--- src/mime_header_param_tokenizer_macros.svh ---
// ----------------------------------------------------------------------------
// MIME header parameter tokenizer: assertion macros
// Shared concurrent assertion forms, clocked on clk and idle during reset.
// ----------------------------------------------------------------------------
`ifndef MIME_HEADER_PARAM_TOKENIZER_MACROS_SVH
`define MIME_HEADER_PARAM_TOKENIZER_MACROS_SVH

// Consequent must hold in the same cycle as the antecedent.
`define MHPT_ASSERT_SAME(label, ante, cons) \
  label: assert property (@(posedge clk) disable iff (!rst_n) (ante) |-> (cons)) \
    else $error("assertion failed");

// Consequent must hold in the cycle after the antecedent.
`define MHPT_ASSERT_NEXT(label, ante, cons) \
  label: assert property (@(posedge clk) disable iff (!rst_n) (ante) |=> (cons)) \
    else $error("assertion failed");

`endif

--- src/mhpt_pkg.sv ---
// ----------------------------------------------------------------------------
// MIME header parameter tokenizer: package
// Shared types for the character classifier, the parser step and the top level.
// ----------------------------------------------------------------------------
`default_nettype none

package mhpt_pkg;

  // Parser states, one-hot.
  typedef enum logic [7:0] {
    ST_BEGIN      = 8'b0000_0001,
    ST_VALUE      = 8'b0000_0010,
    ST_ATTR_BEGIN = 8'b0000_0100,
    ST_ATTR_NAME  = 8'b0000_1000,
    ST_ATTR_VALUE = 8'b0001_0000,
    ST_QVALUE     = 8'b0010_0000,
    ST_TVALUE     = 8'b0100_0000,
    ST_VALUE_END  = 8'b1000_0000
  } state_t;

  // Role of a byte in the header value.
  typedef enum logic [1:0] {
    ROLE_SKIP = 2'd0,
    ROLE_MAIN = 2'd1,
    ROLE_NAME = 2'd2,
    ROLE_PVAL = 2'd3
  } role_t;

  // Character class flags of one byte.
  typedef struct packed {
    logic space;
    logic alnum;
    logic attr;
    logic value;
    logic qtext;
    logic semi;
    logic equal;
    logic quote;
  } class_t;

  // Result of one parser step.
  typedef struct packed {
    state_t state;
    logic   err;
    logic   pend;
    role_t  role;
    logic   commit;
    logic   err_flag;
  } step_t;

endpackage

`default_nettype wire

--- src/mhpt_char_class.sv ---
// ----------------------------------------------------------------------------
// MIME header parameter tokenizer: character classifier
// Sorts one byte into the lexical classes used by the parser.
// ----------------------------------------------------------------------------
`default_nettype none

module mhpt_char_class (
  input  wire logic [7:0]      char_i,
  output mhpt_pkg::class_t     cls_o
);

  logic punct_attr;
  logic punct_qtext;

  always_comb begin
    cls_o       = '0;
    punct_attr  = 1'b0;
    punct_qtext = 1'b0;

    cls_o.space = (char_i == 8'h20) || (char_i inside {[8'h09:8'h0D]});
    cls_o.alnum = (char_i inside {[8'h30:8'h39], [8'h41:8'h5A], [8'h61:8'h7A]});

    // Token punctuation: ! # $ % & * + - . ^ _ ` | ~
    punct_attr = (char_i inside {8'h21, 8'h23, 8'h24, 8'h25, 8'h26, 8'h2A, 8'h2B,
                                 8'h2D, 8'h2E, 8'h5E, 8'h5F, 8'h60, 8'h7C, 8'h7E});

    // Quoted text punctuation, HT and space; no double quote, no backslash.
    punct_qtext = (char_i inside {8'h09, 8'h20, 8'h21, [8'h23:8'h2F], [8'h3A:8'h40],
                                  8'h5B, [8'h5D:8'h60], [8'h7B:8'h7E]});

    cls_o.attr  = cls_o.alnum || punct_attr;
    cls_o.value = cls_o.attr || (char_i == 8'h2F);
    cls_o.qtext = cls_o.alnum || punct_qtext;
    cls_o.semi  = (char_i == 8'h3B);
    cls_o.equal = (char_i == 8'h3D);
    cls_o.quote = (char_i == 8'h22);
  end

endmodule

`default_nettype wire

--- src/mhpt_step.sv ---
// ----------------------------------------------------------------------------
// MIME header parameter tokenizer: parser step
// Next-state, role, commit and error logic for one byte.
// ----------------------------------------------------------------------------
`default_nettype none

module mhpt_step (
  input  wire mhpt_pkg::state_t state_i,
  input  wire logic             err_i,
  input  wire logic             pend_i,
  input  wire mhpt_pkg::class_t cls_i,
  input  wire logic             last_i,
  output mhpt_pkg::step_t       step_o
);

  logic bad;

  always_comb begin
    step_o       = '0;
    step_o.state = state_i;
    step_o.err   = err_i;
    step_o.pend  = pend_i;
    step_o.role  = mhpt_pkg::ROLE_SKIP;
    bad          = 1'b0;

    if (!err_i) begin
      case (state_i)
        mhpt_pkg::ST_VALUE: begin
          if (cls_i.value) begin
            step_o.role = mhpt_pkg::ROLE_MAIN;
          end else if (cls_i.semi) begin
            step_o.state = mhpt_pkg::ST_ATTR_BEGIN;
          end else begin
            bad = 1'b1;
          end
        end
        mhpt_pkg::ST_ATTR_BEGIN: begin
          if (cls_i.space) begin
            step_o.state = state_i;
          end else if (cls_i.attr) begin
            step_o.state = mhpt_pkg::ST_ATTR_NAME;
            step_o.role  = mhpt_pkg::ROLE_NAME;
          end else if (cls_i.equal) begin
            step_o.state = mhpt_pkg::ST_ATTR_VALUE;
          end else begin
            bad = 1'b1;
          end
        end
        mhpt_pkg::ST_ATTR_NAME: begin
          // Stray bytes inside a name are dropped without error.
          if (cls_i.attr) begin
            step_o.role = mhpt_pkg::ROLE_NAME;
          end else if (cls_i.equal) begin
            step_o.state = mhpt_pkg::ST_ATTR_VALUE;
          end
        end
        mhpt_pkg::ST_ATTR_VALUE: begin
          if (cls_i.quote) begin
            step_o.state = mhpt_pkg::ST_QVALUE;
            step_o.pend  = 1'b1;
          end else if (cls_i.attr) begin
            step_o.state = mhpt_pkg::ST_TVALUE;
            step_o.pend  = 1'b1;
            step_o.role  = mhpt_pkg::ROLE_PVAL;
          end else begin
            bad = 1'b1;
          end
        end
        mhpt_pkg::ST_QVALUE: begin
          if (cls_i.qtext) begin
            step_o.role = mhpt_pkg::ROLE_PVAL;
          end else if (cls_i.quote) begin
            step_o.state  = mhpt_pkg::ST_VALUE_END;
            step_o.commit = pend_i;
            step_o.pend   = 1'b0;
          end else begin
            bad = 1'b1;
          end
        end
        mhpt_pkg::ST_TVALUE: begin
          if (cls_i.attr) begin
            step_o.role = mhpt_pkg::ROLE_PVAL;
          end else if (cls_i.space) begin
            step_o.state  = mhpt_pkg::ST_VALUE_END;
            step_o.commit = pend_i;
            step_o.pend   = 1'b0;
          end else if (cls_i.semi) begin
            step_o.state  = mhpt_pkg::ST_ATTR_BEGIN;
            step_o.commit = pend_i;
            step_o.pend   = 1'b0;
          end else begin
            bad = 1'b1;
          end
        end
        mhpt_pkg::ST_VALUE_END: begin
          if (cls_i.space) begin
            step_o.state = state_i;
          end else if (cls_i.semi) begin
            step_o.state = mhpt_pkg::ST_ATTR_BEGIN;
          end else begin
            bad = 1'b1;
          end
        end
        default: begin
          // Begin state, and any code that is not a valid state.
          if (cls_i.space) begin
            step_o.state = state_i;
          end else if (cls_i.alnum) begin
            step_o.state = mhpt_pkg::ST_VALUE;
            step_o.role  = mhpt_pkg::ROLE_MAIN;
          end else begin
            bad = 1'b1;
          end
        end
      endcase
    end

    if (bad) begin
      step_o.err    = 1'b1;
      step_o.role   = mhpt_pkg::ROLE_SKIP;
      step_o.commit = 1'b0;
    end

    // A value still open on the final byte is committed there.
    if (!step_o.err && last_i && step_o.pend) begin
      step_o.commit = 1'b1;
      step_o.pend   = 1'b0;
    end

    step_o.err_flag = step_o.err;

    if (last_i) begin
      step_o.state = mhpt_pkg::ST_BEGIN;
      step_o.err   = 1'b0;
      step_o.pend  = 1'b0;
    end
  end

endmodule

`default_nettype wire

--- src/mime_header_param_tokenizer.sv ---
// ----------------------------------------------------------------------------
// MIME header parameter tokenizer
// Byte-at-a-time tokenizer for header values of the form
// value; name=value; name="quoted text".
// ----------------------------------------------------------------------------
// The block takes one byte of a header value per request, with a flag on the
// final byte, and returns the same byte tagged with its role: skipped, main
// value, parameter name or parameter value. A commit strobe marks the byte on
// which a name/value pair is complete (closing quote, space or ';' after a
// token value, or the final byte while a value is still open), and a sticky
// error flag goes high on the first illegal byte and stays high until the
// final byte of that header; the parser is then frozen and every byte reports
// the skip role. The final byte returns the parser to its initial state, so
// the next header starts clean. Throughput is one byte per clock cycle, held
// indefinitely while the output is not stalled: a byte is first captured in
// an input register and is then classified and run through the parser state
// on its way into the result register, which presents it on the result
// channel. The parser state is updated only in that second stage, so
// back-to-back bytes see each other's state without any bubble. Both
// registers advance whenever the stage ahead of them is empty or moving, so
// input stall rises only when both stages are full and the output is stalled.
// ----------------------------------------------------------------------------
`default_nettype none

module mime_header_param_tokenizer (
  input  wire logic       clk,
  input  wire logic       rst_n,
  // Input channel
  input  wire logic       in_valid,
  output logic            in_stall,
  input  wire logic [7:0] in_char_in,
  input  wire logic       in_is_last,
  // Result channel
  output logic            out_valid,
  input  wire logic       out_stall,
  output logic [7:0]      out_char_out,
  output logic [1:0]      out_role,
  output logic            out_commit_pair,
  output logic            out_error_flag,
  output logic            out_last_out
);

  `include "mime_header_param_tokenizer_macros.svh"

  // Input register stage.
  logic       s1_valid_r;
  logic       s1_valid_nxt;
  logic [7:0] s1_char_r;
  logic       s1_last_r;

  // Parser state, updated when a byte moves from the input register into the
  // result register.
  mhpt_pkg::state_t state_r;
  mhpt_pkg::state_t state_nxt;
  logic             err_r;
  logic             err_nxt;
  logic             pend_r;
  logic             pend_nxt;

  // Result register stage.
  logic             out_valid_r;
  logic             out_valid_nxt;
  logic [7:0]       char_out_r;
  mhpt_pkg::role_t  role_r;
  logic             commit_r;
  logic             error_r;
  logic             last_r;

  logic             adv_out;
  logic             adv_in;
  logic             take;
  mhpt_pkg::class_t cls;
  mhpt_pkg::step_t  step;

  // The result register can load when it is empty or being drained; the
  // input register can load when it is empty or moving forward.
  assign adv_out  = !out_valid_r || !out_stall;
  assign adv_in   = !s1_valid_r || adv_out;
  assign in_stall = !adv_in;
  assign take     = s1_valid_r && adv_out;

  mhpt_char_class u_class (
    .char_i (s1_char_r),
    .cls_o  (cls)
  );

  mhpt_step u_step (
    .state_i (state_r),
    .err_i   (err_r),
    .pend_i  (pend_r),
    .cls_i   (cls),
    .last_i  (s1_last_r),
    .step_o  (step)
  );

  always_comb begin
    s1_valid_nxt  = adv_in ? in_valid : s1_valid_r;
    out_valid_nxt = adv_out ? s1_valid_r : out_valid_r;
    state_nxt     = take ? step.state : state_r;
    err_nxt       = take ? step.err : err_r;
    pend_nxt      = take ? step.pend : pend_r;
  end

  // Control state.
  always_ff @(posedge clk) begin
    if (!rst_n) begin
      s1_valid_r  <= 1'b0;
      out_valid_r <= 1'b0;
      state_r     <= mhpt_pkg::ST_BEGIN;
      err_r       <= 1'b0;
      pend_r      <= 1'b0;
    end else begin
      s1_valid_r  <= s1_valid_nxt;
      out_valid_r <= out_valid_nxt;
      state_r     <= state_nxt;
      err_r       <= err_nxt;
      pend_r      <= pend_nxt;
    end
  end

  // Payload registers.
  always_ff @(posedge clk) begin
    if (adv_in) begin
      s1_char_r <= in_char_in;
      s1_last_r <= in_is_last;
    end
    if (take) begin
      char_out_r <= s1_char_r;
      role_r     <= step.role;
      commit_r   <= step.commit;
      error_r    <= step.err_flag;
      last_r     <= s1_last_r;
    end
  end

  assign out_valid       = out_valid_r;
  assign out_char_out    = char_out_r;
  assign out_role        = role_r;
  assign out_commit_pair = commit_r;
  assign out_error_flag  = error_r;
  assign out_last_out    = last_r;

  // A result that reports an error carries no role and no commit.
  `MHPT_ASSERT_SAME(a_err_quiet, out_valid_r && error_r,
                    role_r == mhpt_pkg::ROLE_SKIP && !commit_r)

  // A pair can only be pending while a parameter value is open.
  `MHPT_ASSERT_SAME(a_pend_in_value, pend_r,
                    state_r == mhpt_pkg::ST_QVALUE || state_r == mhpt_pkg::ST_TVALUE)

  // The final byte of a header leaves the parser clean for the next one.
  `MHPT_ASSERT_NEXT(a_last_clears, take && s1_last_r,
                    state_r == mhpt_pkg::ST_BEGIN && !err_r && !pend_r)

endmodule

`default_nettype wire
--- config.mk ---
export PLATFORM = sky130hd
export DESIGN_NAME = mime_header_param_tokenizer
export DESIGN_NICKNAME = d
export VERILOG_FILES = /design/src/mhpt_pkg.sv /design/src/mhpt_char_class.sv /design/src/mhpt_step.sv /design/src/mime_header_param_tokenizer.sv
export VERILOG_INCLUDE_DIRS = /design/src /design/src/src
export SDC_FILE = /design/constraint.sdc
export NUM_CORES = 1
export LEC_CHECK = 0
export BUFFER_PORTS_ARGS = -buffer_cell sky130_fd_sc_hd__buf_2
export CORE_MARGIN = 3
export CORE_UTILIZATION = 58
export DETAILED_ROUTE_END_ITERATION = 10
export PLACE_DENSITY = 0.88
export REMOVE_ABC_BUFFERS = 1
export SLEW_MARGIN = 15
export SYNTH_ARGS = -nofsm -noshare
export SYNTH_HDL_FRONTEND = slang
export SYNTH_SLANG_ARGS = --single-unit
export TNS_END_PERCENT = 1
--- constraint.sdc ---
create_clock -name clk -period 2.7 [get_ports clk]
set_input_delay 0.54 -clock clk [delete_from_list [all_inputs] [get_ports clk]]
set_output_delay 0.54 -clock clk [all_outputs]
set_load 0.02 [all_outputs]
==> results.sh <==
export IMPL_leakagePower_nw=1.03
export IMPL_r2r_cells=7
export IMPL_rr_startpoint="state_r[6]"
export IMPL_rrSetupSlack_ps=110
export IMPL_insertedDiodeCount=0
export IMPL_endpoint_kind="flop"
export IMPL_rows=22
export IMPL_synth_compound_area_share=0.207
export IMPL_antenna_found_initial=0
export IMPL_grt_max_degree=19
export IMPL_pre_cts_slack_ps=206
export IMPL_synth_cell_area_um2=2340
export IMPL_fillCellCount=287
export IMPL_setup_viol=0
export IMPL_yosysTopAreaCell="edfxtp_1"
export IMPL_synth_avg_cell_area_um2=9.69
export IMPL_synthXorXnorAreaFrac=0.00375
export IMPL_first_global_vias=1958
export IMPL_outcome="finished, final reports clean"
export IMPL_dieWidth_um=69.5
export IMPL_critPathCapture="out_role[0]"
export IMPL_critPathKind="reg -> reg"
export IMPL_drv_cap=0
export IMPL_arrival_ps=2610
export IMPL_firstDrtPassIters=5
export IMPL_drc_errors=0
export IMPL_totalPowerFinal_w=0.00115
export IMPL_ant_nets=0
export IMPL_async_flop_share=0
export IMPL_regArea_um2=901
export IMPL_hold_path_class="in -> reg"
export IMPL_initial_core_util=0.619
export IMPL_yosys_area_share_simple=0.321
export IMPL_final_nets=293
export IMPL_cts_tree="yes"
export IMPL_startpoint_type="flop"
export IMPL_synth_yosys_seq_area_share=0.386
export IMPL_period_needed_ps=2590
export IMPL_design_die_area_um2=4830
export IMPL_syn2layout_area_growth_pct=13.1
export IMPL_vias=2191
export IMPL_io_pins=28
export IMPL_drive_gt1_frac=0.292
export IMPL_multi_input_area_um2=1300
export IMPL_gp_congestion=1.04
export IMPL_timing_hold_violations_final=0
export IMPL_finClkSkew_ps=12.2
export IMPL_coreArea_um2=3770
export IMPL_clk_pin_slew_ps=70
export IMPL_grt_pass1_wl_um=9250
export IMPL_drv_slew=0
export IMPL_grt_overflow=0
export IMPL_htree_num_levels=2
export IMPL_vdd_drop_max_mv=0.410
export IMPL_wl_per_cell_um=17.2
export IMPL_worstReg2RegEnd="out_role[0]"
export IMPL_final_area_um2=2640
export IMPL_clock_sinks=34
export IMPL_grtUsageTotal=0.239
export IMPL_placed_area_um2=2520
export IMPL_synth_area_top_cells="edfxtp_1, dfxtp_1, nand2_1"
export IMPL_crit_required_ps=2720
export IMPL_synthFlopType="edfxtp_1"
export IMPL_clk_latency_ps=300
export IMPL_cts_root_buf="clkbuf_8"
export IMPL_critPathMaxFanout=9
export IMPL_numPortBuffers=27
export IMPL_ys_types=76
export IMPL_relSlewSlack=0.441
export IMPL_synth_edf_count=22
export IMPL_finalWorstSetupSlack_ps=114
export IMPL_max_freq_mhz=387
export IMPL_cts_buffer_depth=2
export IMPL_dp_hpwl_um=4130
export IMPL_netlist_instances=241
export IMPL_netlist_area_leader_share=0.283
export IMPL_synth_seq_cells=34
export IMPL_yosysWarningCount=0
export IMPL_routed_via_density=6.66
export IMPL_cts_buffers=5
export IMPL_finalCritPeriodShare=0.958
export IMPL_worst_slew_pin_slew_ps=833
export IMPL_dieHeight_um=69.5
export IMPL_synth_mux_area_fraction=0.0236
export IMPL_synthAdderAreaFrac=0
export IMPL_pwr_density_cell_nw_per_um2=434
export IMPL_routed_wl_um=5660
export IMPL_first_iter_violations=401
export IMPL_holdWs_ps=419
export IMPL_crit_start="state_r[6]"
export IMPL_min_path_cells=1
export IMPL_synth_top_family_by_area="simple AND/OR/NAND/NOR gates"
## cells in the mapped netlist (all sizes together) (2+ instances only)
master   n
or2      3
o211ai   5
and3     5
inv      7
o311ai   2
nor4b    3
nor4     4
a21oi   12
nand2b   5
o21ai   14
nor2b    5
nand4    6
nand4b   3
nor2    15
nand3   12
and4b    2
clkbuf   2
nand2   23
or4      3
a31oi    3
dfxtp   12
buf     10
a32o     2
a21boi   2
o21a     2
and4     3
a22oi    2
a22o     3
or4b     2
edfxtp  22
nor3    11
nand3b   4
mux2i    4
and2     3
a21o     4
## cell families (layout without fill, tap and decap cells)
family                    after synthesis  count (layout)
muxes                                   5               5
buffers and inverters                  19              59
xor gates and xnor gates                1               1
and+or+nand+nor                       117             117
AOI/OAI and AO/OA                      65              65
DFF                                    34              34
## routing by layer
layer / part of all wire / global-route usage
met4: 0.022 / 0.0998
met5: 0 / 0
met2: 0.45 / 0.354
met1: 0.41 / 0.328
met3: 0.12 / 0.0681
## how the worst min path moves through the flow
stage,start,to,slack (ps)
after floorplan,pend_r,pend_r,470
after global placement,pend_r,pend_r,490
after detailed placement,pend_r,pend_r,500
after CTS,in_is_last,s1_last_r,410
after global routing,in_char_in[5],s1_char_r[5],410
final,in_char_in[1],s1_char_r[1],420
## what timing repair did
action                                  CTS  global route
resized for setup                         0             0
hold buffers                              0             0
setup buffers                             0             3
endpoints found under the setup margin    0             1
## flip-flops by register name (all words and copies together), names as in the netlist
name / flops
out_role: 2
err_r: 1
out_commit_pair: 1
out_char_out: 8
pend_r: 1
s1_valid_r: 1
state_r: 8
out_valid: 1
out_last_out: 1
s1_char_r: 8
s1_last_r: 1
out_error_flag: 1
## final cells by class
class                           instances  area share
Multi-Input combinational cell        188       0.491
Sequential cell                        34       0.341
Timing Repair Buffer                   44      0.0994
Clock buffer                            6      0.0313
Tap cell                               48      0.0227
Inverter                                7     0.00994
Clock inverter                          2     0.00473
## worst max-delay path, cell delays in order (launching register included)
cell	delay, ps
dfxtp_1	530
nor4_2	140
and3_1	240
a311oi_1	710
nand2_1	240
nand4b_1	160
a31o_2	220
a31oi_1	70
## placed cells by master (no fill, tap or decap), drive strengths merged, types with 4 or more instances in the layout
| cell | instances |
|---|---|
| nor2b | 5 |
| nand3b | 4 |
| nor3 | 11 |
| a21o | 4 |
| edfxtp | 22 |
| nand4 | 6 |
| a21oi | 12 |
| nand3 | 12 |
| clkbuf | 6 |
| o211ai | 5 |
| nand2 | 23 |
| and3 | 5 |
| nor2 | 15 |
| nor4 | 4 |
| mux2i | 4 |
| dfxtp | 12 |
| buf | 44 |
| o21ai | 14 |
| nand2b | 5 |
| inv | 7 |
## per-stage QoR
stage / utilization / TNS, ps / instances
2_1_floorplan: - / 0 / 229
3_3_place_gp: 0.670 / 0 / 318
3_5_place_dp: 0.670 / 0 / 318
4_1_cts: 0.695 / 0 / 326
5_1_grt: 0.701 / -1.82 / 329
6_report: 0.701 / 0 / 329
## report_power, final
group | internal, W | leakage, nW | switching, W
registers | 0.000576 | 0.313 | 0.0000169
logic | 0.0000607 | 0.666 | 0.0000936
clock network | 0.000205 | 0.0472 | 0.000194
total | 0.000841 | 1.03 | 0.000304
No activity file was read; power rests on OpenSTA's default activity.
